===== config.mk =====
export PLATFORM = sky130hd
export DESIGN_NAME = scgr_lane
export DESIGN_NICKNAME = d
export VERILOG_FILES = /design/src/rtl/core/assert_macros.svh /design/src/rtl/core/scgr_pkg.sv /design/src/rtl/core/scgr_lane.sv
export SDC_FILE = /design/constraint.sdc
export NUM_CORES = 2
export LEC_CHECK = 0
export BUFFER_PORTS_ARGS = -buffer_cell sky130_fd_sc_hd__buf_4
export CAP_MARGIN = 25
export CORE_UTILIZATION = 65
export DETAILED_ROUTE_END_ITERATION = 7
export GPL_TIMING_DRIVEN = 1
export PLACE_DENSITY_LB_ADDON = 0.05
export SKIP_CTS_REPAIR_TIMING = 1
export SLEW_MARGIN = 15
export SYNTH_ARGS = -nofsm -noshare
export SYNTH_HDL_FRONTEND = slang
export SYNTH_SLANG_ARGS = --single-unit
export TNS_END_PERCENT = 5

===== constraint.sdc =====
create_clock -name clk -period 12.8 [get_ports clk]
set_input_delay 1.28 -clock clk [delete_from_list [all_inputs] [get_ports clk]]
set_output_delay 1.28 -clock clk [all_outputs]
set_load 0.05 [all_outputs]

===== src/rtl/core/assert_macros.svh =====
// ----------------------------------------------------------------------------
// Assertion macros
// Concurrent assertion wrappers; the bodies drop out for synthesis.
// ----------------------------------------------------------------------------
`ifndef ASSERT_MACROS_SVH
`define ASSERT_MACROS_SVH

`ifndef SYNTHESIS

// Check prop at every rising edge outside reset.
`define SCGR_ASSERT(lbl, clk, rst_n, prop, msg) \
    lbl: assert property (@(posedge clk) disable iff (!rst_n) prop) else $error(msg);

// Check cons in the cycle after ante, outside reset.
`define SCGR_ASSERT_NEXT(lbl, clk, rst_n, ante, cons, msg) \
    lbl: assert property (@(posedge clk) disable iff (!rst_n) ante |=> cons) else $error(msg);

`else

`define SCGR_ASSERT(lbl, clk, rst_n, prop, msg)
`define SCGR_ASSERT_NEXT(lbl, clk, rst_n, ante, cons, msg)

`endif

`endif


===== src/rtl/core/scgr_pkg.sv =====
// ----------------------------------------------------------------------------
// Stereo capture gate package
// Widths, register defaults, codes and shared types of the capture gate.
// ----------------------------------------------------------------------------
package scgr_pkg;

    localparam int SAMPLE_BITS    = 24;
    localparam int INDEX_BITS     = 20;
    localparam int ENERGY_BITS    = 59;
    localparam int THRESH_BITS    = 23;
    localparam int WINDOW_BITS    = 13;
    localparam int CFG_DATA_BITS  = ENERGY_BITS;
    localparam int CFG_INDEX_BITS = 2;
    localparam int SQ_BITS        = 2 * SAMPLE_BITS;
    localparam int DEF_MAX_WINDOW = 4096;

    localparam logic [THRESH_BITS-1:0] RST_THRESHOLD = THRESH_BITS'(26527);
    localparam logic [ENERGY_BITS-1:0] RST_LIMIT     = ENERGY_BITS'(27487790);
    localparam logic [WINDOW_BITS-1:0] RST_WINDOW    = WINDOW_BITS'(2400);
    localparam logic [INDEX_BITS-1:0]  RST_CAPTURE   = INDEX_BITS'(480000);

    typedef enum logic [1:0] {
        CAUSE_NONE  = 2'd0,
        CAUSE_FULL  = 2'd1,
        CAUSE_QUIET = 2'd2
    } cause_t;

    typedef enum logic [CFG_INDEX_BITS-1:0] {
        REG_IN_THRESHOLD     = 2'd0,
        REG_OUT_ENERGY_LIMIT = 2'd1,
        REG_WINDOW_FRAMES    = 2'd2,
        REG_CAPTURE_FRAMES   = 2'd3
    } cfg_reg_t;

    // Per-frame decision of the front control.
    typedef struct packed {
        logic                  store;
        logic                  sub;
        logic                  full;
        logic                  qchk;
        logic [INDEX_BITS-1:0] idx;
        logic [INDEX_BITS-1:0] count;
    } frame_dec_t;

    // Pipeline stage payload.
    typedef struct packed {
        frame_dec_t                    dec;
        logic signed [SAMPLE_BITS-1:0] left;
        logic signed [SAMPLE_BITS-1:0] right;
    } stage_t;

    // Energy lane controls.
    typedef struct packed {
        logic load;
        logic sq_en;
        logic acc_en;
        logic acc_clr;
        logic sub;
        logic q_clr;
    } lane_ctl_t;

    function automatic logic [SAMPLE_BITS-1:0] magnitude(
        input logic signed [SAMPLE_BITS-1:0] s
    );
        logic [SAMPLE_BITS-1:0] m;
        m = s[SAMPLE_BITS-1] ? SAMPLE_BITS'(-s) : SAMPLE_BITS'(s);
        return m;
    endfunction

endpackage


===== src/rtl/core/scgr_lane.sv =====
// ----------------------------------------------------------------------------
// Energy lane
// Squares new and expiring samples of one channel, keeps the windowed energy.
// ----------------------------------------------------------------------------
module scgr_lane (
    input  logic                                    clk,
    input  logic                                    rst_n,
    input  scgr_pkg::lane_ctl_t                     ctl,
    input  logic signed [scgr_pkg::SAMPLE_BITS-1:0] sample,
    input  logic signed [scgr_pkg::SAMPLE_BITS-1:0] old_sample,
    input  logic [scgr_pkg::ENERGY_BITS-1:0]        limit,
    output logic                                    quiet
);

    localparam int EB  = scgr_pkg::ENERGY_BITS;
    localparam int AB  = EB + 1;
    localparam int SB  = scgr_pkg::SAMPLE_BITS;
    localparam int QB  = scgr_pkg::SQ_BITS;

    logic [SB-1:0] mag_reg;
    logic [QB-1:0] new_sq_reg;
    logic [QB-1:0] old_sq_reg;
    logic [EB-1:0] energy_reg;

    logic [SB-1:0] old_mag;
    logic [AB-1:0] e_ext;
    logic [AB-1:0] new_ext;
    logic [AB-1:0] old_ext;
    logic [AB-1:0] sum;
    logic          below;
    logic [EB-1:0] acc_val;
    logic [EB-1:0] energy_next;

    assign old_mag = scgr_pkg::magnitude(old_sample);

    always_ff @(posedge clk)
    begin
        if (ctl.load)
        begin
            mag_reg <= scgr_pkg::magnitude(sample);
        end
        if (ctl.sq_en)
        begin
            new_sq_reg <= QB'(mag_reg) * QB'(mag_reg);
            old_sq_reg <= QB'(old_mag) * QB'(old_mag);
        end
    end

    always_comb
    begin
        e_ext   = AB'(energy_reg);
        new_ext = AB'(new_sq_reg);
        old_ext = AB'(old_sq_reg);
        below   = ctl.sub && (e_ext < old_ext);
        sum     = e_ext + new_ext - (ctl.sub ? old_ext : '0);

        if (below)
        begin
            acc_val = EB'(new_sq_reg);
        end
        else if (sum[EB])
        begin
            acc_val = '1;
        end
        else
        begin
            acc_val = sum[EB-1:0];
        end

        if (ctl.q_clr)
        begin
            energy_next = '0;
        end
        else if (ctl.acc_en)
        begin
            energy_next = ctl.acc_clr ? '0 : acc_val;
        end
        else
        begin
            energy_next = energy_reg;
        end
    end

    always_ff @(posedge clk or negedge rst_n)
    begin
        if (!rst_n)
        begin
            energy_reg <= '0;
        end
        else
        begin
            energy_reg <= energy_next;
        end
    end

    assign quiet = (energy_reg <= limit);

endmodule


==> run_results.csv <==
group,metric,value,unit
outcome,status,"finished, final reports clean",
worst_hold_path,whs_path_depth,2,
sta,maxSlewViolCount,0,
setup_path,cp_max_fo,16,
die,num_io_pins,116,
synth,async_reset_ff_share,33.3,%
sta,period_minus_slack,10.99,ns
sta,worstMarginPinSlew,1.09,ns
clock_network,htree_levels,4,
synth,muxShareOfSynthArea,0.112,%
setup_path,critPathMostFrequentCell,"fa_1",
sta,finalSetupViolCount,0,
sta,skew,0.0165,ns
drt,viasPerCell,5.62,
clock_network,cts_made_buffers,17,
global_route,grt_usage,32.6,%
synth,yosysTopAreaCell,"fa_1",
placement,place_area,48900,um2
setup_path,crit_path_start_kind,"primary input",
finish,stdcell_area,49500,um2
die,core,71500,um2
clock_network,clkSinkCount,177,
worst_hold_path,min_to,"energy_reg[0]",
sta,worst_slack,1.81,ns
synth,synth_xor_area_share,3.64,%
global_route,gr-total-overflow,0,
synth,synth_top_family_by_area,"adder cells",
sta,max-slew-margin-rel,26.8,%
drt,drt_first_pass_iters,8,
die,fp.dieArea,73400,um2
global_route,grt_pass1_wl,187000,um
synth,synthAdderAreaFrac,51.8,%
synth,synth_area,47000,um2
synth,yosysMostFrequentCell,"inv_1",
finish,diodes,0,
synth,yosys.area_share.simple,11.7,%
global_route,grt_max_degree,60,
setup_path,r2r-end,"new_sq_reg[46]",
worst_hold_path,worstHoldStart,"energy_reg[0]",
setup_path,r2r_start,"mag_reg[5]",
finish,nets,6772,
synth,synth_compound_area_share,9.37,%
clock_network,clock_path_buffers,2,
die,rows,98,
finish,largest_reg_flops,59,
run,maxCapViolations,0,
placement,dp_hpwl,94400,um
drt,drc,0,
sta,finalHoldViolCount,0,
setup_path,rrSetupSlack,4.65,ns
die,die_h,271,um
die,start_util,65.7,%
clock_network,path_clk_slew,0.07,ns
synth,synth.area.top_cells,"fa_1 38%, ha_1 14%, inv_1 11%, edfxtp_1 7.5%, nand2_1 3.5%",
finish,synthToLayoutAreaGrowth,5.39,%
global_route,antenna_found_initial,0,
setup_path,crit_path_top_delay_cell,"fa_1",
placement,io_buffers,115,
global_route,grt_pass1_vias,36621,
setup_path,critPathKind,"in -> reg",
sta,timing.fmax,0.0910,GHz
clock_network,cts_tree,"built",
clock_network,insertion_delay,0.48,ns
synth,yosys_warnings,0,
placement,place_ws,1.50,ns
drt,drtIter0Drc,2725,
synth,synth_edf_count,118,
die,dieWidth,271,um
drt,wl_per_cell,18.2,um
setup_path,reg2reg_depth,21,
clock_network,root_buffer,"clkbuf_16",
finish,drive_gt1_share,4.24,%
sta,fin_setup_tns,0,ns
setup_path,critPathArrivalTime,11.21,ns
synth,ys_types,76,
synth,synth_common_cells,"1424 x inv_1, 892 x fa_1, 518 x ha_1",
sta,rsz0062_at_grt,"false",
finish,n_fill_cell,5776,
sta,finalCritPeriodShare,85.9,%
drt,routed_wl,113000,um
drt,detail-route-antenna-nets,0,
synth,syn_inst,5201,
synth,syn_avg_cell_area,9.03,um2
synth,synth_top_area_share,38.0,%
setup_path,crit_path_end_kind,"register",
synth,ys_seq_area_share,10.7,%
worst_hold_path,hold_path.class,"reg -> reg",
placement,globalplace.congestion,0.969,
setup_path,cp_slowest_stage_delay,0.55,ns
synth,ys_ff_latch,177,
drt,vias,34879,
setup_path,crit_required,13.02,ns
synth,synth_ff_type,"edfxtp_1",
## cell type report
type	instances	area [um2]	share of cell area, %
multi-input cells	3461	36100	73.0
inverters	1428	5360	10.8
flip-flops and latches	177	5020	10.1
repair buffers	162	1240	2.51
well taps	950	1190	2.40
clock buffers	17	425	0.859
clock inverters	15	151	0.306
## worst max path at each step
stage | start | to
3_5_place_dp | old_sample[0] | old_sq_reg[42]
6_report | old_sample[0] | old_sq_reg[42]
3_3_place_gp | old_sample[0] | old_sq_reg[42]
2_1_floorplan | old_sample[0] | old_sq_reg[37]
4_1_cts | old_sample[0] | old_sq_reg[42]
5_1_grt | old_sample[0] | old_sq_reg[42]
## cell families (layout without fill, tap and decap cells)
logic type	count (synthesis)	in the layout
flip-flops	177	177
adder cells (fa/ha/maj)	1410	1410
AO/OA/AOI/OAI	672	672
multiplexers	5	5
AND/OR/NAND/NOR	1162	1162
other	2	17
XOR/XNOR	195	195
buffers and inverters	1578	1622
## per-stage QoR
step,hold slack (ns),util (%),instances
2_1_floorplan,0.447,-,5216
3_3_place_gp,0.465,68.4,6174
3_5_place_dp,0.497,68.4,6176
4_1_cts,0.514,69.2,6208
5_1_grt,0.543,69.3,6210
6_report,0.511,69.3,6210
## cells in the final DEF, fill, tap and decap left out, types with 17 or more instances in the layout
master	synthesis	routed
xnor2_1	138	137
nand4_1	51	51
a21oi_1	188	188
nor3_1	30	30
or3_1	19	19
fa_1	892	892
conb_1	2	17
ha_1	518	518
nand2_1	444	444
a21o_1	121	121
o31ai_1	18	18
nand3_1	41	40
dfrtp_1	59	59
edfxtp_1	118	118
nor2b_1	31	31
inv_1	1424	1424
o21ai_0	113	113
and3_1	17	17
o21a_1	29	29
xor2_1	57	57
clkbuf_16	0	17
o221ai_1	42	42
buf_4	0	160
nand2b_1	32	32
a31oi_1	25	25
o211ai_1	19	19
o21bai_1	22	22
and2_1	201	201
nor2_1	246	245
## per-layer routing
layer | vias to the layer above | GRT usage (%) | wire (um)
met2 | 1270 | 52.7 | 53300
li1 | 16112 | - | -
met4 | 0 | 9.96 | 3640
met5 | - | 0 | 0
met1 | 17284 | 45.4 | 47100
met3 | 213 | 4.93 | 8810
## worst max-delay path: cells and delay by family
kind | cells | cell delay [ns]
and+or+nand+nor | 8 | 1.92
xor gates and xnor gates | 2 | 0.43
buffers and inverters | 7 | 1.29
adders and majority gates | 9 | 4.15
AOI/OAI and AO/OA | 7 | 2.13
Power is not shown: default switching activity piles up to over one toggle a cycle in this logic, so the estimate is an artifact.
