## config.mk

```make
export PLATFORM = sky130hd
export DESIGN_NAME = scgr_ctrl
export DESIGN_NICKNAME = d
export VERILOG_FILES = /design/src/rtl/core/assert_macros.svh /design/src/rtl/core/scgr_pkg.sv /design/src/rtl/core/scgr_ctrl.sv
export SDC_FILE = /design/constraint.sdc
export NUM_CORES = 1
export LEC_CHECK = 0
export BUFFER_PORTS_ARGS = -buffer_cell sky130_fd_sc_hd__buf_2
export CORE_AREA = 2 2 102 114
export CTS_CLUSTER_DIAMETER = 50
export CTS_CLUSTER_SIZE = 25
export DETAILED_ROUTE_END_ITERATION = 7
export DIE_AREA = 0 0 104 116
export PLACE_DENSITY = 0.88
export REMOVE_ABC_BUFFERS = 1
export SLEW_MARGIN = 20
export SYNTH_ARGS = -nofsm -noshare
export SYNTH_HDL_FRONTEND = slang
export SYNTH_SLANG_ARGS = --single-unit
```

## constraint.sdc

```tcl
create_clock -name clk -period 9.15 [get_ports clk]
set_clock_uncertainty 0.05 [all_clocks]
set_input_delay 0.4575 -clock clk [delete_from_list [all_inputs] [get_ports clk]]
set_output_delay 0.4575 -clock clk [all_outputs]
set_load 0.03 [all_outputs]
```

## src/rtl/core/assert_macros.svh

```systemverilog
// ----------------------------------------------------------------------------
// Assertion macros
// Concurrent assertion wrappers; the bodies drop out for synthesis.
// ----------------------------------------------------------------------------
`ifndef ASSERT_MACROS_SVH
`define ASSERT_MACROS_SVH

`ifndef SYNTHESIS

// Check prop at every rising edge outside reset.
`define SCGR_ASSERT(lbl, clk, rst_n, prop, msg) \
    lbl: assert property (@(posedge clk) disable iff (!rst_n) prop) else $error(msg);

// Check cons in the cycle after ante, outside reset.
`define SCGR_ASSERT_NEXT(lbl, clk, rst_n, ante, cons, msg) \
    lbl: assert property (@(posedge clk) disable iff (!rst_n) ante |=> cons) else $error(msg);

`else

`define SCGR_ASSERT(lbl, clk, rst_n, prop, msg)
`define SCGR_ASSERT_NEXT(lbl, clk, rst_n, ante, cons, msg)

`endif

`endif

```

## src/rtl/core/scgr_pkg.sv

```systemverilog
// ----------------------------------------------------------------------------
// Stereo capture gate package
// Widths, register defaults, codes and shared types of the capture gate.
// ----------------------------------------------------------------------------
package scgr_pkg;

    localparam int SAMPLE_BITS    = 24;
    localparam int INDEX_BITS     = 20;
    localparam int ENERGY_BITS    = 59;
    localparam int THRESH_BITS    = 23;
    localparam int WINDOW_BITS    = 13;
    localparam int CFG_DATA_BITS  = ENERGY_BITS;
    localparam int CFG_INDEX_BITS = 2;
    localparam int SQ_BITS        = 2 * SAMPLE_BITS;
    localparam int DEF_MAX_WINDOW = 4096;

    localparam logic [THRESH_BITS-1:0] RST_THRESHOLD = THRESH_BITS'(26527);
    localparam logic [ENERGY_BITS-1:0] RST_LIMIT     = ENERGY_BITS'(27487790);
    localparam logic [WINDOW_BITS-1:0] RST_WINDOW    = WINDOW_BITS'(2400);
    localparam logic [INDEX_BITS-1:0]  RST_CAPTURE   = INDEX_BITS'(480000);

    typedef enum logic [1:0] {
        CAUSE_NONE  = 2'd0,
        CAUSE_FULL  = 2'd1,
        CAUSE_QUIET = 2'd2
    } cause_t;

    typedef enum logic [CFG_INDEX_BITS-1:0] {
        REG_IN_THRESHOLD     = 2'd0,
        REG_OUT_ENERGY_LIMIT = 2'd1,
        REG_WINDOW_FRAMES    = 2'd2,
        REG_CAPTURE_FRAMES   = 2'd3
    } cfg_reg_t;

    // Per-frame decision of the front control.
    typedef struct packed {
        logic                  store;
        logic                  sub;
        logic                  full;
        logic                  qchk;
        logic [INDEX_BITS-1:0] idx;
        logic [INDEX_BITS-1:0] count;
    } frame_dec_t;

    // Pipeline stage payload.
    typedef struct packed {
        frame_dec_t                    dec;
        logic signed [SAMPLE_BITS-1:0] left;
        logic signed [SAMPLE_BITS-1:0] right;
    } stage_t;

    // Energy lane controls.
    typedef struct packed {
        logic load;
        logic sq_en;
        logic acc_en;
        logic acc_clr;
        logic sub;
        logic q_clr;
    } lane_ctl_t;

    function automatic logic [SAMPLE_BITS-1:0] magnitude(
        input logic signed [SAMPLE_BITS-1:0] s
    );
        logic [SAMPLE_BITS-1:0] m;
        m = s[SAMPLE_BITS-1] ? SAMPLE_BITS'(-s) : SAMPLE_BITS'(s);
        return m;
    endfunction

endpackage

```

## src/rtl/core/scgr_ctrl.sv

```systemverilog
// ----------------------------------------------------------------------------
// Capture front control
// Trigger, frame count and history pointer; decides store and finish per beat.
// ----------------------------------------------------------------------------
module scgr_ctrl #(
    parameter int MAX_WINDOW = scgr_pkg::DEF_MAX_WINDOW,
    localparam int PTR_BITS = $clog2(MAX_WINDOW),
    localparam int WB = PTR_BITS + 1
) (
    input  logic                                    clk,
    input  logic                                    rst_n,
    input  logic                                    accept,
    input  logic                                    rearm,
    input  logic signed [scgr_pkg::SAMPLE_BITS-1:0] left_sample,
    input  logic signed [scgr_pkg::SAMPLE_BITS-1:0] right_sample,
    input  logic                                    period_end,
    input  logic [scgr_pkg::THRESH_BITS-1:0]        threshold,
    input  logic [scgr_pkg::WINDOW_BITS-1:0]        window_frames,
    input  logic [scgr_pkg::INDEX_BITS-1:0]         capture_frames,
    output scgr_pkg::frame_dec_t                    dec,
    output logic [PTR_BITS-1:0]                     addr,
    output logic [WB-1:0]                           window_eff
);

    localparam int IB = scgr_pkg::INDEX_BITS;

    logic            trig_reg;
    logic [IB-1:0]   fw_reg;
    logic [PTR_BITS-1:0] ptr_reg;

    logic [WB-1:0]   win_clamped;
    logic [WB-1:0]   w_eff;
    logic [IB-1:0]   w_ext;
    logic [IB-1:0]   cap_eff;
    logic            hit;
    logic            trig;
    logic            store;
    logic [PTR_BITS-1:0] p0;
    logic [WB-1:0]   p_inc;
    logic [IB-1:0]   fw_next;
    logic [PTR_BITS-1:0] ptr_next;
    logic            full;

    always_comb
    begin
        win_clamped = (32'(window_frames) > MAX_WINDOW) ? WB'(MAX_WINDOW)
                                                        : WB'(window_frames);
        w_eff   = (window_frames == '0) ? WB'(1) : win_clamped;
        w_ext   = IB'(w_eff);
        cap_eff = (capture_frames == '0) ? IB'(1) : capture_frames;

        hit = (scgr_pkg::magnitude(left_sample)
               > scgr_pkg::SAMPLE_BITS'(threshold))
           || (scgr_pkg::magnitude(right_sample)
               > scgr_pkg::SAMPLE_BITS'(threshold));
        trig  = trig_reg || hit;
        store = trig && (fw_reg < cap_eff);

        p0      = (WB'(ptr_reg) >= w_eff) ? '0 : ptr_reg;
        p_inc   = WB'(p0) + WB'(1);
        fw_next = store ? fw_reg + IB'(1) : fw_reg;

        if (store)
        begin
            ptr_next = (p_inc >= w_eff) ? '0 : p_inc[PTR_BITS-1:0];
        end
        else
        begin
            ptr_next = ptr_reg;
        end

        full = period_end && trig && (fw_next >= cap_eff);

        dec.store = store;
        dec.sub   = store && (fw_next > w_ext);
        dec.full  = full;
        dec.qchk  = period_end && trig && !full && (fw_next >= w_ext);
        dec.idx   = store ? fw_reg : '0;
        dec.count = fw_next;
    end

    assign addr       = p0;
    assign window_eff = w_eff;

    always_ff @(posedge clk or negedge rst_n)
    begin
        if (!rst_n)
        begin
            trig_reg <= 1'b0;
            fw_reg   <= '0;
            ptr_reg  <= '0;
        end
        else if (rearm || (accept && full))
        begin
            trig_reg <= 1'b0;
            fw_reg   <= '0;
            ptr_reg  <= '0;
        end
        else if (accept)
        begin
            trig_reg <= trig;
            fw_reg   <= fw_next;
            ptr_reg  <= ptr_next;
        end
    end

endmodule

```

==> out/results.txt, run 1 <==
status = finished, final reports clean
top_reg_cell synth = dfrtp_1
distinct cell type count after synthesis = 68
via/cell ratio = 5.93
normalized max-slew margin = 0.452
post-synthesis cell count = 802
XOR/XNOR Fraction of Synth Area = 0.0956
hold_buf cts = 0
CP endpoint = dec[40]
row cnt = 40
HPWL after DPL = 14.7 mm
r2r endpoint = ptr_reg[2]
Post-Syn Area = 6320 um2
hold crit path type = in -> async
global-route wire length before repair = 29.3 mm
clock slew at reported path FFs = 60 ps
max reg flops = 20
Sw Ratio = 0.381
combinational share of power = 0.446
gr ovfl total = 0
overall routing resource usage = 0.294
Max Slew Vio Count = 0
final setup fails = 0
Nets = 1202
worst r2r src = fw_reg[14]
# Max-Cap Violations = 0
core box area = 10800 um2
Slowest-stage cell, CP = or3b_2
Die W = 104 um
clock buffer depth = 2
# resized after CTS = 0
Finished Cell Area = 7500 um2
P_sw = 246 uW
Seq/Total Area, Yosys = 0.131
CP max FO = 20
routed via count = 6597
Total Routed Length = 18.1 mm
CTS root buffer = clkbuf_16
clock share of power = 0.317
synthesis-stage register bit count = 33
Adder-Cell Fraction of Synth Area = 0.253
Clk Latency, worst-skew pair = 290 ps
Period Utilization, post-route = 0.868
Cell Area, Placed = 7320 um2
Flop pwr share = 0.237
layout cells sized above 1 = 0.222
post-synthesis mux area share = 0.00970
TritonCTS Buffers = 5
full die area = 12100 um2
Synth Area in Compound Gates = 0.217
Buf+Inv Stages, Crit Path = 3
post-route antenna net violation count = 0
CTS tree = built
RSZ-0062 raised after global routing = false
Syn-to-layout area delta = 18.7%
DIE HEIGHT = 116 um
CP Depth = 28
P_int = 399 uW
Post-Synth Simple-Gate Area = 0.220
port bufs = 177
Worst EP arrival = 7430 ps
Worst setup SP type = input pin
Tightest Pin Transition = 823 ps
Achievable Freq = 126 MHz
largest net degree at the start of global routing = 34
final core utilization = 0.694
cell mode on critical path = a21o_1
FF-to-FF path depth = 20
CP Launch Point = right_sample[1]
vias in the first global route = 6465
Top delay family on crit path = compound AO/OA/AOI/OAI gates
drt first pass iters = 4
VDD IR max = 0.101 mV
largest family of logic cells by synthesized area = adder cells
IO Count = 178
htree depth = 2
FFs w/ async S/R, synth = 1.00
Clock Sinks = 33
worst path required time = 8640 ps
endpoints failing hold = 0
DRC viols = 0
DRT iter0 DRCs = 332
Wirelength per Cell = 16.3 um
R2R setup slack = 3170 ps
area of the multi-input gates = 5040 um2
Initial Utilization = 0.584
Mapped Avg Cell Area = 7.88 um2
ANT cells = 0
EDFF count, synth = 0
fillcell total = 882
Synth warnings = 0
Reg area = 826 um2
routability cong. = 0.945
Crit. End Element = output pin
Lkg Pwr = 0.00393 uW
critical path class = in -> out
Max stage delay on crit path = 540 ps
Pwr Density = 85.9 nW/um2
fin crit period = 7940 ps
initial antenna violation count = 0
# Post-CTS Setup Buffers = 0
post-route setup TNS = 0 ps
## layout make-up
class | count | area share
timing repair buffer | 183 | 0.124
clock inverter | 1 | 0.00401
multi-input combinational | 651 | 0.673
clock buffer | 7 | 0.0190
inverter | 91 | 0.0456
tap | 147 | 0.0245
sequential | 33 | 0.110
## per-layer routing
layer  wire length (um)  GRT usage  vias to the layer above
met1               7460      0.340                     3028
met2               8800      0.544                      267
li1                   -          -                     3247
met4                727      0.140                        0
met3               1160     0.0377                       55
met5                  0          0                        -
## cells in the mapped netlist (5+ instances only)
| cell | instances | share of area |
|---|---|---|
| ha_1 | 128 | 0.25 |
| o41ai_1 | 8 | 0.011 |
| o21ai_0 | 44 | 0.035 |
| o31ai_1 | 9 | 0.011 |
| a21oi_1 | 45 | 0.036 |
| nand2b_1 | 19 | 0.019 |
| clkbuf_1 | 20 | 0.012 |
| nand4_1 | 22 | 0.022 |
| nand3_1 | 25 | 0.020 |
| mux2i_1 | 5 | 0.0079 |
| or3_1 | 8 | 0.0079 |
| o32ai_2 | 8 | 0.021 |
| and4_1 | 6 | 0.0083 |
| and3_1 | 7 | 0.0069 |
| dfrtp_1 | 33 | 0.13 |
| nor2_1 | 37 | 0.022 |
| a21o_1 | 16 | 0.019 |
| nand2_1 | 54 | 0.032 |
| nor3_1 | 13 | 0.010 |
| xnor2_1 | 66 | 0.091 |
| a211oi_1 | 10 | 0.012 |
| inv_1 | 91 | 0.054 |
| nor4_1 | 12 | 0.012 |
| a22o_1 | 13 | 0.018 |
| and2_1 | 22 | 0.022 |
| nor2b_1 | 10 | 0.0099 |
## cells in the final DEF, fill, tap and decap left out, drive strengths merged, types with 6 or more instances in the layout
master / count
o21ai: 45
ha: 128
nor2: 37
or3: 9
and2: 22
dfrtp: 33
nor3: 14
a22o: 13
a21o: 16
o31ai: 9
clkbuf: 7
o41ai: 8
nor2b: 10
nor4: 12
nand2: 54
buf: 183
a211oi: 10
and4: 6
and3: 7
a21oi: 46
nand3: 26
inv: 91
o32ai: 10
nand4: 22
nand2b: 19
xnor2: 66
## worst register-to-register path, stage by stage, from the launching register on
cell      delay, ps
dfrtp_1         580
ha_1            320
a21oi_1         160
o221ai_1        140
a221oi_1        350
o21ai_0         150
a31o_2          300
a21oi_4         460
buf_4           350
nand3_4         130
nor2_1          150
xor2_1          240
ha_1            210
o21ai_0         100
a21oi_1         210
nand3_1         110
o2111a_1        260
a211oi_1        640
a211oi_4        140
nand4b_1        600
o22ai_1         190
## power groups by stage
stage,combinational [uW],sequential (uW),clock [uW]
after floorplan,184,154,0
after global placement,274,155,0
after detailed placement,282,155,0
after CTS,285,153,206
after global routing,319,153,212
final,287,153,204
## metrics by stage
step           hold slack (ps)  power (uW)  std cells  worst slack [ps]
3_3_place_gp               436         429       1105              1430
2_1_floorplan              112         338        775              -249
6_report                   205         644       1113              1210
4_1_cts                    235         644       1113              1310
5_1_grt                    282         684       1113               645
3_5_place_dp               441         437       1105              1130
## how the worst min path moves through the flow
stage / slack [ps] / startpoint / to / depth (start not counted)
2_1_floorplan: 110 / rst_n / fw_reg[0] / 0
3_3_place_gp: 440 / trig_reg / trig_reg / 1
3_5_place_dp: 440 / trig_reg / trig_reg / 1
4_1_cts: 230 / rst_n / ptr_reg[2] / 1
5_1_grt: 280 / rst_n / ptr_reg[2] / 1
6_report: 210 / rst_n / ptr_reg[2] / 1
## cells by family after synthesis
group / after synthesis
AOI/OAI and AO/OA: 193
xor gates and xnor gates: 69
adders and majority gates: 128
buffers and inverters: 118
DFF: 33
muxes: 6
and+or+nand+nor: 255
Note: power is estimated with default switching activity, not from simulation.
==> run 2, diff against run 1 <==
--- a/config.mk
+++ b/config.mk
@@ -6,12 +6,14 @@
 export NUM_CORES = 1
 export LEC_CHECK = 0
 export BUFFER_PORTS_ARGS = -buffer_cell sky130_fd_sc_hd__buf_2
-export CORE_AREA = 2 2 102 114
+export CELL_PAD_IN_SITES_DETAIL_PLACEMENT = 0
+export CELL_PAD_IN_SITES_GLOBAL_PLACEMENT = 2
+export CORE_AREA = 2 2 135 151
 export CTS_CLUSTER_DIAMETER = 50
 export CTS_CLUSTER_SIZE = 25
 export DETAILED_ROUTE_END_ITERATION = 7
-export DIE_AREA = 0 0 104 116
-export PLACE_DENSITY = 0.88
+export DIE_AREA = 0 0 137 153
+export PLACE_DENSITY_LB_ADDON = 0.1
 export REMOVE_ABC_BUFFERS = 1
 export SLEW_MARGIN = 20
 export SYNTH_ARGS = -nofsm -noshare
==> out/results.txt, run 2 (synthesis gave the netlist of run 1 again) <==
htree depth = 2 (unchanged)
Pwr Density = 83.4 nW/um2 (was 85.9 nW/um2)
HPWL after DPL = 17.7 mm (was 14.7 mm)
Clk Latency, worst-skew pair = 280 ps (was 290 ps)
core box area = 19500 um2 (was 10800 um2)
routability cong. = 0.842 (was 0.945)
Die W = 137 um (was 104 um)
commonest non-fill, non-tap cells in the layout = buf_2, ha_1, inv_1 (unchanged)
Wirelength per Cell = 17.3 um (was 16.3 um)
Tightest Pin Transition = 937 ps (was 823 ps)
most common cell after layout, fill and taps aside = buf_2 (unchanged)
Nets = 1203 (was 1202)
Total Routed Length = 21.2 mm (was 18.1 mm)
FF-to-FF path depth = 19 (was 20)
Max Slew Vio Count = 0 (unchanged)
vias in the first global route = 6225 (was 6465)
CP endpoint = dec[41] (was dec[40])
Clock Sinks = 33 (unchanged)
fillcell total = 2109 (was 882)
Syn-to-layout area delta = 20.8% (was 18.7%)
r2r endpoint = ptr_reg[4] (was ptr_reg[2])
Reg area = 826 um2 (unchanged)
Crit. End Element = output pin (unchanged)
final core utilization = 0.392 (was 0.694)
critical path class = in -> out (unchanged)
CTS root buffer = clkbuf_16 (unchanged)
Worst setup SP type = input pin (unchanged)
full die area = 21000 um2 (was 12100 um2)
final setup fails = 0 (unchanged)
layout cells sized above 1 = 0.223 (was 0.222)
gr ovfl total = 0 (unchanged)
worst path required time = 8640 ps (about the same)
# resized after CTS = 0 (unchanged)
R2R setup slack = 2930 ps (was 3170 ps)
VDD IR max = 0.0674 mV (was 0.101 mV)
global-route wire length before repair = 33.4 mm (was 29.3 mm)
status = finished, final reports clean (unchanged)
port bufs = 177 (unchanged)
# Post-CTS Setup Buffers = 0 (unchanged)
Initial Utilization = 0.325 (was 0.584)
routed via count = 6291 (was 6597)
normalized max-slew margin = 0.374 (was 0.452)
post-route antenna net violation count = 0 (unchanged)
DRT iter0 DRCs = 225 (was 332)
# Max-Cap Violations = 0 (unchanged)
TritonCTS Buffers = 5 (unchanged)
Period Utilization, post-route = 0.871 (was 0.868)
Worst EP arrival = 7460 ps (was 7430 ps)
CTS tree = built (unchanged)
IO Count = 178 (unchanged)
overall routing resource usage = 0.203 (was 0.294)
hold_buf cts = 0 (unchanged)
Lkg Pwr = 0.00393 uW (about the same)
RSZ-0062 raised after global routing = false (unchanged)
CP Launch Point = right_sample[1] (unchanged)
worst slack, placed = 810 ps (was 1130 ps)
Achievable Freq = 125 MHz (was 126 MHz)
CP max FO = 32 (was 20)
DIE HEIGHT = 153 um (was 116 um)
largest net degree at the start of global routing = 34 (unchanged)
Worst Slack Setup Final = 1180 ps (was 1210 ps)
row cnt = 54 (was 40)
via/cell ratio = 5.15 (was 5.93)
fin crit period = 7970 ps (was 7940 ps)
worst r2r src = fw_reg[7] (was fw_reg[14])
initial antenna violation count = 0 (unchanged)
DRC viols = 0 (unchanged)
endpoints failing hold = 0 (unchanged)
clock slew at reported path FFs = 60 ps (about the same)
drt first pass iters = 5 (was 4)
hold crit path type = in -> async (unchanged)
clock buffer depth = 2 (unchanged)
max reg flops = 20 (unchanged)
area of the multi-input gates = 5040 um2 (unchanged)
==> run 2: changes by cell type in the layout (fill, tap and decap cells not counted) <==
| cell | delta |
|---|---|
| buf_4 | +1 |
| clkbuf_1 | -1 |
| clkbuf_8 | -1 |
| clkinv_2 | +1 |
| diode_2 | +3 |
==> run 2: where the power goes <==
group          internal, uW  total [uW]  switching [uW]
logic                   113         289             177
clock network           127         194            67.8
registers               149         153            3.83
==> run 2: how the worst min path moves through the flow <==
stage | from | to | slack [ps] | depth (start not counted)
global route | rst_n | fw_reg[9] | 300 | 1
floorplan | rst_n | fw_reg[0] | 110 | 0
global placement | trig_reg | trig_reg | 440 | 1
finish | rst_n | fw_reg[9] | 230 | 1
CTS | rst_n | fw_reg[11] | 270 | 1
detailed placement | trig_reg | trig_reg | 450 | 1
==> run 2: final cells by class <==
cell class / count / share of cell area
clock buffers: 5 / 0.0164
multi-input cells: 651 / 0.661
diodes: 3 / 0.000984
clock inverters: 2 / 0.00459
well taps: 252 / 0.0413
flip-flops and latches: 33 / 0.108
inverters: 91 / 0.0448
repair buffers: 184 / 0.123
==> run 2: critical path, stage by stage <==
cell and delay [ps]:
buf_2 100, or3_1 410, or3b_2 550, nor2_1 140
nand2_1 100, or4_1 450, o41ai_1 320, xnor2_1 130
ha_1 310, nand3_1 130, or3_1 380, a2111oi_1 340
nor3_2 180, a21oi_4 780, buf_4 280, and4_1 230
xnor2_1 120, ha_1 320, nand4_1 100, a21oi_1 170
nand3_1 100, o2111a_1 260, a211oi_1 660, and2_1 220
buf_2 220
==> run 2: metal layers <==
| layer | vias to the layer above | GRT usage | part of all wire |
|---|---|---|---|
| met5 | - | 0 | 0 |
| met4 | 0 | 0.0368 | 0.011 |
| met3 | 12 | 0.0163 | 0.047 |
| met2 | 156 | 0.366 | 0.50 |
| met1 | 2870 | 0.263 | 0.44 |
| li1 | 3253 | - | - |
==> run 2: through the flow <==
stage	setup TNS (ps)	area [um2]	instances	power, uW	hold slack, ps
after floorplan	-2170	6200	775	338	112
after global placement	0	7460	1211	448	436
after detailed placement	0	7460	1211	447	451
after CTS	0	7620	1218	645	272
after global routing	0	7620	1218	690	300
final	0	7630	1221	637	234
==> run 3, diff against run 2 <==
--- a/config.mk
+++ b/config.mk
@@ -5,14 +5,15 @@
 export SDC_FILE = /design/constraint.sdc
 export NUM_CORES = 1
 export LEC_CHECK = 0
+export ABC_AREA = 1
 export BUFFER_PORTS_ARGS = -buffer_cell sky130_fd_sc_hd__buf_2
 export CELL_PAD_IN_SITES_DETAIL_PLACEMENT = 0
 export CELL_PAD_IN_SITES_GLOBAL_PLACEMENT = 2
-export CORE_AREA = 2 2 135 151
+export CORE_AREA = 2 2 147 164
 export CTS_CLUSTER_DIAMETER = 50
 export CTS_CLUSTER_SIZE = 25
 export DETAILED_ROUTE_END_ITERATION = 7
-export DIE_AREA = 0 0 137 153
+export DIE_AREA = 0 0 149 166
 export PLACE_DENSITY_LB_ADDON = 0.1
 export REMOVE_ABC_BUFFERS = 1
 export SLEW_MARGIN = 20
==> constraint.sdc (replaced) <==
create_clock -name clk -period 9.12 [get_ports clk]
set_clock_uncertainty 0.05 [all_clocks]
set_input_delay 2.28 -clock clk [delete_from_list [all_inputs] [get_ports clk]]
set_output_delay 2.28 -clock clk [all_outputs]
set_load 0.03 [all_outputs]
==> out/results.txt, run 3 <==
Achievable Freq = 107 MHz
IO Count = 178 (unchanged)
DIE HEIGHT = 166 um (was 153 um)
Seq/Total Area, Yosys = 0.125 (was 0.131)
Clk Latency, worst-skew pair = 290 ps (was 280 ps)
RSZ-0062 raised after global routing = true (was false)
Synth Area in Compound Gates = 0.106 (was 0.217)
htree depth = 2 (unchanged)
routed via count = 7373 (was 6291)
layout cells sized above 1 = 0.308 (was 0.223)
met1 usage = 0.270 (was 0.263)
synthesis-stage register bit count = 33 (unchanged)
hold crit path type = reg -> reg (was in -> async)
PnR Total Power = 903 uW (was 637 uW)
TritonCTS Buffers = 5 (unchanged)
Initial Utilization = 0.285 (was 0.325)
post-route antenna net violation count = 0 (unchanged)
Max Slew Vio Count = 0 (unchanged)
CTS root buffer = clkbuf_16 (unchanged)
Max stage delay on crit path = 320 ps (was 780 ps)
Period Utilization, post-route = 1.03
commonest non-fill, non-tap cells in the layout = nand2_1, buf_2, inv_1 (was buf_2, ha_1, inv_1)
Buf+Inv Stages, Crit Path = 8 (was 3)
Clock Sinks = 33 (unchanged)
HPWL after DPL = 20.6 mm (was 17.7 mm)
post-route setup TNS = -675 ps (was 0 ps)
initial antenna violation count = 1 (was 0)
ANT cells = 0 (was 3)
Mapped Avg Cell Area = 6.41 um2 (was 7.88 um2)
EDFF count, synth = 0 (unchanged)
post-synthesis mux area share = 0 (was 0.00970)
Die W = 149 um (was 137 um)
Total Routed Length = 24.3 mm (was 21.2 mm)
post-synthesis cell count = 1030 (was 802)
Adder-Cell Fraction of Synth Area = 0.243 (was 0.253)
Worst Slack Setup Final = -237 ps (was 1180 ps)
# Max-Cap Violations = 0 (unchanged)
met3 Use GR = 0.0297 (was 0.0163)
met2 usage = 0.339 (was 0.366)
row cnt = 59 (was 54)
drt first pass iters = 4 (was 5)
DRC viols = 0 (unchanged)
cell with the most instances after synthesis = nand2_1 (was ha_1)
fillcell total = 2603 (was 2109)
CTS tree = built (unchanged)
endpoints failing hold = 0 (unchanged)
synth cell count leaders = nand2_1, inv_1, ha_1 (was ha_1, inv_1, xnor2_1)
Worst setup SP type = input pin (unchanged)
status = finished, violations left (was finished, final reports clean)
port bufs = 177 (unchanged)
top_reg_cell synth = dfrtp_1 (unchanged)
Synth warnings = 0 (unchanged)
XOR/XNOR Fraction of Synth Area = 0.0913 (was 0.0956)
Syn-to-layout area delta = 41.4% (was 20.8%)
distinct cell type count after synthesis = 44 (was 68)
vias in the first global route = 7583 (was 6225)
Top delay family on crit path = simple AND/OR/NAND/NOR gates (unchanged)
Post-Syn Area = 6600 um2 (was 6320 um2)
failing checks = negative setup slack
core box area = 23200 um2 (was 19500 um2)
Pwr Density = 96.7 nW/um2 (was 83.4 nW/um2)
Worst EP arrival = 7030 ps (was 7460 ps)
global-route wire length before repair = 39.0 mm (was 33.4 mm)
overall routing resource usage = 0.199 (was 0.203)
Tightest Pin Transition = 1020 ps (was 937 ps)
worst slack, placed = -869 ps (was 810 ps)
leading post-synthesis cells by cell area = ha_1, nand2_1, dfrtp_1, inv_1, nor2_1 (was ha_1, dfrtp_1, xnor2_1, inv_1, a21oi_1)
critical path class = in -> out (unchanged)
largest net degree at the start of global routing = 34 (unchanged)
normalized max-slew margin = 0.317 (was 0.374)
Lkg Pwr = 0.00525 uW (was 0.00393 uW)
gr ovfl total = 0 (unchanged)
hold_buf cts = 0 (unchanged)
FFs w/ async S/R, synth = 1.00 (unchanged)
Post-Synth Simple-Gate Area = 0.319 (was 0.220)
full die area = 24700 um2 (was 21000 um2)
fin crit period = 9360 ps
max reg flops = 20 (unchanged)
clock buffer depth = 2 (unchanged)
clock slew at reported path FFs = 60 ps (about the same)
routability cong. = 0.840 (was 0.842)
worst path required time = 6790 ps (was 8640 ps)
Top Usage Layer GRT = met2 (unchanged)
post-synth top area share = 0.243 (was 0.253)
final setup fails = 3 (was 0)
via/cell ratio = 4.54 (was 5.15)
CP max FO = 5 (was 32)
Slowest-stage cell, CP = o41ai_2 (was a21oi_4)
Wirelength per Cell = 15.0 um (was 17.3 um)
most common cell after layout, fill and taps aside = nand2_1 (was buf_2)
largest family of logic cells by synthesized area = simple AND/OR/NAND/NOR gates (was adder cells)
VDD IR max = 0.0756 mV (was 0.0674 mV)
Crit. End Element = output pin (unchanged)
final core utilization = 0.403 (was 0.392)
DRT iter0 DRCs = 213 (was 225)
post-synth top area cell = ha_1 (unchanged)
hold_ws = 422 ps (was 234 ps)
Nets = 1556 (was 1203)
==> run 3: area by class of cell <==
class / instances / area (um2) / area share
tap: 305 / 382 / 0.0409
multi-input combinational: 803 / 5440 / 0.583
sequential: 33 / 826 / 0.0885
timing repair buffer: 297 / 1840 / 0.197
clock inverter: 1 / 30.0 / 0.00322
inverter: 179 / 677 / 0.0725
clock buffer: 7 / 143 / 0.0153
==> run 3: worst register-to-register path, delay by kind of cell, from the launching register on <==
family          cells  cell delay, ps
xor+xnor            1             210
simple gates        9            1700
flops               1             410
compound gates      8            1070
buf+inv             1             210
fa+ha+maj           3             860
==> run 3: report_power, final <==
| group | internal, uW | total (uW) | switching (uW) |
|---|---|---|---|
| Sequential | 153 | 161 | 8.03 |
| Combinational | 215 | 529 | 314 |
| Clock | 137 | 213 | 76.3 |
==> run 3: final timing paths <==
check | startpoint | endpoint | slack, ps | depth (start not counted)
worst max-delay path | right_sample[4] | dec[40] | -240 | 35
worst min-delay path | ptr_reg[0] | ptr_reg[0] | 420 | 2
worst max register to register | ptr_reg[10] | ptr_reg[7] | 4560 | 22
worst min register to register | ptr_reg[0] | ptr_reg[0] | 420 | 2
max in group asynchronous | rst_n | ptr_reg[3] | 6330 | 1
min in group asynchronous | rst_n | fw_reg[12] | 2090 | 1
==> run 3: layer usage <==
| layer | vias up | routed length (um) |
|---|---|---|
| met4 | 2 | 245 |
| met3 | 19 | 1080 |
| met2 | 138 | 11400 |
| met5 | - | 7 |
| li1 | 3921 | - |
| met1 | 3293 | 11600 |
==> run 3: through the flow <==
step / std cells / area, um2
after floorplan: 1014 / 6510
after global placement: 1595 / 8520
after detailed placement: 1595 / 8520
after CTS: 1622 / 9160
after global routing: 1625 / 9330
final: 1625 / 9330
==> run 3: cell families (layout without fill, tap and decap cells) <==
group | after synthesis | after routing
AO/OA/AOI/OAI | 123 | 123
XOR/XNOR | 68 | 68
adder cells (fa/ha/maj) | 128 | 128
buffers and inverters | 195 | 484
flip-flops | 33 | 33
AND/OR/NAND/NOR | 483 | 484
==> run 3: repair_timing <==
item | 4_1_cts | 5_1_grt
endpoints found under the setup margin | 3 | 3
endpoints found under the hold margin | 0 | 0
buffers inserted | 18 | 4
resized for setup | 73 | 35
pin swaps | 17 | 25
gates cloned | 1 | 0
